## config.mk

```make
export PLATFORM = sky130hd
export DESIGN_NAME = indexed_list_store
export DESIGN_NICKNAME = d
export VERILOG_FILES = /design/src/sv/ils_pkg.sv /design/src/sv/indexed_list_store.sv /design/src/sv/ils_cell.sv
export SDC_FILE = /design/constraint.sdc
export NUM_CORES = 2
export LEC_CHECK = 0
export BUFFER_PORTS_ARGS = -buffer_cell sky130_fd_sc_hd__buf_2
export CORE_MARGIN = 2
export CORE_UTILIZATION = 30
export CTS_CLUSTER_SIZE = 12
export DETAILED_ROUTE_END_ITERATION = 6
export PLACE_DENSITY = 0.45
export SYNTH_ARGS = -nofsm -noshare
export SYNTH_HDL_FRONTEND = slang
export SYNTH_SLANG_ARGS = --single-unit
```

## constraint.sdc

```tcl
create_clock -name clock -period 4.2 [get_ports clock]
set_clock_uncertainty 0.2 [all_clocks]
set_input_delay 0.63 -clock clock [delete_from_list [all_inputs] [get_ports clock]]
set_output_delay 0.63 -clock clock [all_outputs]
set_load 0.02 [all_outputs]
```

## src/sv/ils_pkg.sv

```systemverilog
// Shared operation codes, status codes and cell command type for the indexed list store.
package ils_pkg;

   localparam logic [2:0] OP_APPEND = 3'd0;
   localparam logic [2:0] OP_DROP   = 3'd1;
   localparam logic [2:0] OP_CLEAR  = 3'd2;
   localparam logic [2:0] OP_INSERT = 3'd3;
   localparam logic [2:0] OP_ERASE  = 3'd4;
   localparam logic [2:0] OP_READ   = 3'd5;

   localparam logic [1:0] ST_OK    = 2'd0;
   localparam logic [1:0] ST_FULL  = 2'd1;
   localparam logic [1:0] ST_EMPTY = 2'd2;
   localparam logic [1:0] ST_RANGE = 2'd3;

   typedef struct packed {
      logic append;
      logic insert;
      logic erase;
   } ils_cmd_type;

endpackage

```

## src/sv/indexed_list_store.sv

```systemverilog
// Indexed list store: top level with the row of cells, fill count and result register.
// The result strobe rises in the cycle after an item is accepted.
// Throughput: one item per cycle; busy stays low, every cell shifts in the same cycle.
// The read word is an OR of one-hot cell selects, registered into the result.
// Reset (synchronous, active high) clears the fill count and the result strobe only.
// The receiver cannot stall: rsp_strobe is high for a single cycle per result.
module indexed_list_store #(
   parameter int DEPTH     = 32,
   parameter int WORD_BITS = 32
) (
   input  logic               clock,
   input  logic               reset,
   input  logic               start,
   output logic               busy,
   input  logic [2:0]         req_op,
   input  logic [5:0]         req_position,
   input  logic signed [31:0] req_value,
   output logic               rsp_strobe,
   output logic signed [31:0] rsp_read_word,
   output logic [5:0]         rsp_count,
   output logic [1:0]         rsp_status
);
   import ils_pkg::*;

   localparam int CNT_W = $clog2(DEPTH + 1);
   localparam int CMP_W = (CNT_W > 6) ? CNT_W : 6;
   localparam logic [CNT_W-1:0] FULL_COUNT = CNT_W'(DEPTH);

   logic                 accept;
   logic [CNT_W-1:0]     count_ff;
   logic [CNT_W-1:0]     count_in;
   logic [CMP_W-1:0]     pos_ext;
   logic [CMP_W-1:0]     cnt_ext;
   logic [WORD_BITS-1:0] wr_word;
   logic [WORD_BITS-1:0] rd_bus;
   logic [WORD_BITS-1:0] rd_sel;
   logic [1:0]           status;
   ils_cmd_type          cmd;
   ils_cmd_type          cmd_gated;

   logic [WORD_BITS-1:0] cell_word [DEPTH];
   logic [WORD_BITS-1:0] cell_rd   [DEPTH];

   logic                 rsp_strobe_ff;
   logic [31:0]          rsp_read_word_ff;
   logic [5:0]           rsp_count_ff;
   logic [1:0]           rsp_status_ff;

   assign busy    = 1'b0;
   assign accept  = start && !busy;
   assign pos_ext = CMP_W'(req_position);
   assign cnt_ext = CMP_W'(count_ff);
   assign wr_word = WORD_BITS'($unsigned(req_value));

   always_comb begin
      rd_bus = '0;
      for (int i = 0; i < DEPTH; i++) begin
         rd_bus = rd_bus | cell_rd[i];
      end
   end

   always_comb begin
      count_in = count_ff;
      status   = ST_OK;
      cmd      = '0;
      rd_sel   = '0;
      unique case (req_op)
         OP_APPEND: begin
            if (count_ff == FULL_COUNT) begin
               status = ST_FULL;
            end else begin
               cmd.append = 1'b1;
               count_in   = count_ff + 1'b1;
            end
         end
         OP_DROP: begin
            if (count_ff == '0) begin
               status = ST_EMPTY;
            end else begin
               count_in = count_ff - 1'b1;
            end
         end
         OP_CLEAR: begin
            count_in = '0;
         end
         OP_INSERT: begin
            if (count_ff == FULL_COUNT) begin
               status = ST_FULL;
            end else if (pos_ext > cnt_ext) begin
               status = ST_RANGE;
            end else begin
               cmd.insert = 1'b1;
               count_in   = count_ff + 1'b1;
            end
         end
         OP_ERASE: begin
            if (pos_ext >= cnt_ext) begin
               status = ST_RANGE;
            end else begin
               cmd.erase = 1'b1;
               count_in  = count_ff - 1'b1;
            end
         end
         OP_READ: begin
            if (pos_ext >= cnt_ext) begin
               status = ST_RANGE;
            end else begin
               rd_sel = rd_bus;
            end
         end
         default: begin
            status = ST_OK;
         end
      endcase
   end

   assign cmd_gated = accept ? cmd : '0;

   for (genvar g = 0; g < DEPTH; g++) begin : g_cell
      logic [WORD_BITS-1:0] left_word;
      logic [WORD_BITS-1:0] right_word;

      if (g == 0) begin : g_first
         assign left_word = wr_word;
      end else begin : g_mid_l
         assign left_word = cell_word[g-1];
      end

      if (g == DEPTH - 1) begin : g_last
         assign right_word = cell_word[g];
      end else begin : g_mid_r
         assign right_word = cell_word[g+1];
      end

      ils_cell #(
         .INDEX     (g),
         .WORD_BITS (WORD_BITS),
         .CMP_W     (CMP_W)
      ) u_cell (
         .clock      (clock),
         .cmd        (cmd_gated),
         .pos        (pos_ext),
         .count      (cnt_ext),
         .wr_word    (wr_word),
         .left_word  (left_word),
         .right_word (right_word),
         .word_out   (cell_word[g]),
         .rd_word    (cell_rd[g])
      );
   end

   always_ff @(posedge clock) begin
      if (reset) begin
         count_ff      <= '0;
         rsp_strobe_ff <= 1'b0;
      end else begin
         rsp_strobe_ff <= accept;
         if (accept) begin
            count_ff <= count_in;
         end
      end
   end

   always_ff @(posedge clock) begin
      if (accept) begin
         rsp_read_word_ff <= 32'(rd_sel);
         rsp_count_ff     <= 6'(count_in);
         rsp_status_ff    <= status;
      end
   end

   assign rsp_strobe    = rsp_strobe_ff;
   assign rsp_read_word = rsp_read_word_ff;
   assign rsp_count     = rsp_count_ff;
   assign rsp_status    = rsp_status_ff;

   a_count_bound: assert property (@(posedge clock) disable iff (reset)
      count_ff <= FULL_COUNT)
      else $error("fill count above depth");

   a_strobe_follows: assert property (@(posedge clock) disable iff (reset)
      rsp_strobe == ($past(accept) && !$past(reset)))
      else $error("result strobe without accepted item");

   a_full_count: assert property (@(posedge clock) disable iff (reset)
      (rsp_strobe && rsp_status == ST_FULL) |-> rsp_count == 6'(DEPTH))
      else $error("full status with short list");

   a_empty_count: assert property (@(posedge clock) disable iff (reset)
      (rsp_strobe && rsp_status == ST_EMPTY) |-> rsp_count == 6'd0)
      else $error("empty status with entries present");

endmodule

```

## src/sv/ils_cell.sv

```systemverilog
// One storage cell of the list: holds one entry and shifts with its neighbours.
module ils_cell #(
   parameter int INDEX     = 0,
   parameter int WORD_BITS = 32,
   parameter int CMP_W     = 6
) (
   input  logic                 clock,
   input  ils_pkg::ils_cmd_type cmd,
   input  logic [CMP_W-1:0]     pos,
   input  logic [CMP_W-1:0]     count,
   input  logic [WORD_BITS-1:0] wr_word,
   input  logic [WORD_BITS-1:0] left_word,
   input  logic [WORD_BITS-1:0] right_word,
   output logic [WORD_BITS-1:0] word_out,
   output logic [WORD_BITS-1:0] rd_word
);
   import ils_pkg::*;

   localparam logic [CMP_W-1:0] IDX = CMP_W'(INDEX);

   logic [WORD_BITS-1:0] word_ff;
   logic [WORD_BITS-1:0] word_in;

   always_comb begin
      word_in = word_ff;
      if (cmd.append && (count == IDX)) begin
         word_in = wr_word;
      end
      if (cmd.insert) begin
         if (pos == IDX) begin
            word_in = wr_word;
         end else if (IDX > pos) begin
            word_in = left_word;
         end
      end
      if (cmd.erase && (IDX >= pos)) begin
         word_in = right_word;
      end
   end

   always_ff @(posedge clock) begin
      word_ff <= word_in;
   end

   assign word_out = word_ff;
   assign rd_word  = (pos == IDX) ? word_ff : '0;

endmodule

```

==> results list <==
- Antenna viol nets, final: 0
* Final core utilization: 34.5%
* Worst voltage drop across the vdd grid: 0.000283 V
* Nets: 8777
- Number of hold-slack violations in the final timing report: 0
- Mapped Nets: 9174
- After clock tree synthesis, the clock-pin slew on the worst setup and hold paths is 60 ps.
- Clock tree from TritonCTS: done
* H-tree Lvls: 4
* Number of synthesis warnings: 0
* I/O pin count: 86
- Run status: finished, violations left
- The first detailed-routing pass ran for 7 iterations.
* Detail-routed net length per standard cell: 36.4 um
- The analysis attributes to cell leakage a power of 31.5 nW.
* Hold Buf Count CTS: 2
- For this block, the initial DRC count from the detailed router was 11257.
- Initial standard-cell utilization of the core: 30.1%
- After routing the design area is 80900 um2.
- Summing over every cut layer, the via total after detailed routing is 80444.
- Each instance of the synthesized netlist takes up on average 7.74 um2.
- For this block, the routed nets add up to 437 mm of wire.
* Area enclosed by the die boundary: 239000 um2
- Once placement finished, the instance area stood at 76300 um2.
- Clock root buffer: sky130_fd_sc_hd__clkbuf_16
- The critical path ends at g_cell[26].u_cell.word_out[8]$_DFF_P_.
- From synthesis to final layout, the design area changed by 14.5%.
- Buffers inserted during clock tree synthesis total 143.
- Die height: 489 um
- In the routed layout, each cell is associated on average with a via count of 6.71.
* Type of origin of the critical path: register
* Floorplan row count: 178
- For this run, the top clock speed supported by timing is 0.249 GHz.
* Req. time, crit path: 4670 ps
- First-pass GRT wire length: 606 mm
- Maximum number of pins on one net before global-route repair: 110
- Overflow after GRT: 0
* Worst R2R End: g_cell[26].u_cell.word_out[8]$_DFF_P_
* Peak fanout along the critical path: 31
* Ys async rst share: 0%
- Clock Latency Late Sink: 830 ps
- Final total negative setup slack: 0 ps
* Final period util: 95.7%
- Post-synth design cell area: 70600 um2
- Number of antenna violations at the first check in global routing: 22
* # port buffers: 84
* Transition time of the tightest slew-check pin: 1430 ps
- Summed over its instances, the top area cell type makes up 28.3% of the synthesized netlist area.
- Top flip-flop cell by instance count after synthesis: sky130_fd_sc_hd__dfxtp_1
- Across all setup checks in the final design, the least slack found is 180 ps.
- Tracing the worst setup path back leads to its startpoint at cnt_ext[0]$_SDFFE_PP0P_.
- The startpoint identified for the worst register-to-register timing path is cnt_ext[0]$_SDFFE_PP0P_.
- CTS resizes: 0
- After floorplanning, the core was sized to cover 235000 um2.
- Path class of the lowest-slack min-delay path: in -> reg
- Headroom to the max-slew limit came out at 4.47%.
* Cell Pwr Density: 485 nW/um2
- Setup slack on the worst reg-to-reg path comes out at 180 ps.
- Chip width: 489 um
- Number of distinct library cells after synthesis: 85
- Worst reg2reg path depth: 10
* Sequential cell area fraction in the yosys report: 31.4%
- Total DRC errors in the routed layout: 4
- Setup violations remaining at the end of the flow were counted as 0.
- Clk sink count: 1071
- The largest total area in the synthesized netlist belongs to sky130_fd_sc_hd__dfxtp_1.
* Post-CTS Setup Bufs: 0
- Setup repair after global routing left no endpoint under its margin.
- Maximum clock path buffer count: 3
- RD Place Congestion: 1.02
- Vias in the first global route: 75466
* Hold path cells: 4
- Number of maximum-capacitance violations: 0
- Sorting the synthesized cells by area gives the leading types as sky130_fd_sc_hd__dfxtp_1, sky130_fd_sc_hd__a22oi_1, sky130_fd_sc_hd__mux2i_1, sky130_fd_sc_hd__nand2_1, sky130_fd_sc_hd__a21oi_1.
- Synthesis handed over a netlist of 9119 instances.
- Prior to clock tree synthesis, the placed netlist has a worst setup slack of 202 ps.
- Synthesized flop and latch total: 1071
* Worst endpoint data arrival time: 4490 ps
- Detail Placement HPWL: 317 mm
* Critical path endpoint category: register
- Total Power Consumption: 0.0393 W
* Final max-slew violation count: 0
- In the final layout, the share of cells above drive strength 1 is 12.5%.
- The worst setup path is of the reg -> reg kind.
- Final min period: 4020 ps
- Gr usage total: 35.1%
* Violated checks: design-rule violations
- Number of flops mapped to enable cells by yosys: 72
## critical path, cell delays in order (launching register included)
cell and delay [ps]:
sky130_fd_sc_hd__dfxtp_1 550, sky130_fd_sc_hd__inv_1 240, sky130_fd_sc_hd__ha_1 380, sky130_fd_sc_hd__nand3_1 290, sky130_fd_sc_hd__and2_1 630, sky130_fd_sc_hd__buf_4 240, sky130_fd_sc_hd__buf_4 310, sky130_fd_sc_hd__and3_1 210
sky130_fd_sc_hd__buf_4 460, sky130_fd_sc_hd__o22a_1 250, sky130_fd_sc_hd__a21oi_1 70
## Yosys cell counts (33+ instances only)
library cell / n
sky130_fd_sc_hd__mux2_1: 54
sky130_fd_sc_hd__mux2i_1: 635
sky130_fd_sc_hd__o21ai_1: 143
sky130_fd_sc_hd__o22ai_1: 355
sky130_fd_sc_hd__o21ai_0: 426
sky130_fd_sc_hd__nand3_1: 65
sky130_fd_sc_hd__a222oi_1: 37
sky130_fd_sc_hd__dfxtp_1: 999
sky130_fd_sc_hd__a21oi_1: 842
sky130_fd_sc_hd__nor4_1: 33
sky130_fd_sc_hd__mux2_2: 121
sky130_fd_sc_hd__buf_1: 41
sky130_fd_sc_hd__a22o_1: 202
sky130_fd_sc_hd__and3_1: 75
sky130_fd_sc_hd__o31ai_1: 35
sky130_fd_sc_hd__nand4_1: 73
sky130_fd_sc_hd__a32o_1: 128
sky130_fd_sc_hd__nand2_1: 1161
sky130_fd_sc_hd__buf_2: 157
sky130_fd_sc_hd__clkbuf_1: 908
sky130_fd_sc_hd__a31oi_1: 67
sky130_fd_sc_hd__o22a_1: 432
sky130_fd_sc_hd__a22oi_1: 993
sky130_fd_sc_hd__nor2_1: 742
sky130_fd_sc_hd__edfxtp_1: 72
## layer usage
metal	vias up	global-route usage [%]	share of wire (%)
li1	33687	-	-
met1	40311	42.2	38
met2	5073	53.9	44
met3	1355	6.09	8.1
met4	18	30.5	10
met5	-	0	0.024
## power by group
part / internal [W] / leakage [nW] / switching, W
Sequential: 0.0131 / 9.06 / 0.00583
Combinational: 0.00415 / 20.2 / 0.00372
Clock: 0.00717 / 2.25 / 0.00528
Total: 0.0244 / 31.5 / 0.0148
## kinds of logic after synthesis
group / Yosys count / share of synthesized area [%]
other: 1 / 0.00531
AO/OA/AOI/OAI: 3789 / 36.5
flip-flops: 1071 / 31.4
multiplexers: 810 / 11.8
AND/OR/NAND/NOR: 2286 / 13.5
buffers and inverters: 1148 / 6.53
XOR/XNOR: 3 / 0.0372
adder cells (fa/ha/maj): 11 / 0.195
## flip-flops by register name, indices dropped and copies added, names as in the netlist
signal and count:
rsp_strobe 1, rsp_count 6, cnt_ext 6, g_cell.u_cell.word_out 1024, rsp_status 2, rsp_read_word 32
## area by class of cell
class / count / area (um2)
Inverter: 13 / 48.8
Clock inverter: 31 / 235
Tap cell: 3150 / 3940
Sequential cell: 1071 / 22200
Timing Repair Buffer: 593 / 5480
Clock buffer: 222 / 4320
Multi-Input combinational cell: 6900 / 44700
Antenna cell: 11 / 27.5
Fill cell: 24564 / 154000
## worst min path at each step
stage / start / end
finish: req_value[4] / g_cell[10].u_cell.word_out[4]$_DFF_P_
global route: req_value[20] / g_cell[19].u_cell.word_out[20]$_DFF_P_
CTS: req_value[4] / g_cell[10].u_cell.word_out[4]$_DFF_P_
detailed placement: g_cell[0].u_cell.word_out[5]$_DFF_P_ / g_cell[0].u_cell.word_out[5]$_DFF_P_
global placement: g_cell[0].u_cell.word_out[5]$_DFF_P_ / g_cell[0].u_cell.word_out[5]$_DFF_P_
floorplan: g_cell[0].u_cell.word_out[12]$_DFF_P_ / g_cell[0].u_cell.word_out[12]$_DFF_P_
## cell usage in the layout (no fill, tap or decap), types with 74 or more instances in the layout
master,instances
sky130_fd_sc_hd__nand2_1,1139
sky130_fd_sc_hd__dfxtp_1,999
sky130_fd_sc_hd__a22oi_1,993
sky130_fd_sc_hd__a21oi_1,837
sky130_fd_sc_hd__nor2_1,701
sky130_fd_sc_hd__mux2i_1,635
sky130_fd_sc_hd__o22a_1,432
sky130_fd_sc_hd__o21ai_0,425
sky130_fd_sc_hd__buf_4,410
sky130_fd_sc_hd__o22ai_1,355
sky130_fd_sc_hd__a22o_1,202
sky130_fd_sc_hd__clkbuf_16,150
sky130_fd_sc_hd__o21ai_1,141
sky130_fd_sc_hd__a32o_1,128
sky130_fd_sc_hd__mux2_2,121
sky130_fd_sc_hd__buf_12,98
sky130_fd_sc_hd__buf_2,83
sky130_fd_sc_hd__and3_1,74
## per-stage QoR
stage / hold slack (ps) / instances
floorplan: 226 / 9119
global placement: 256 / 11725
detailed placement: 262 / 11725
CTS: 106 / 11980
global route: 167 / 11984
finish: 145 / 11991
Note: power is estimated with default switching activity, not from simulation.
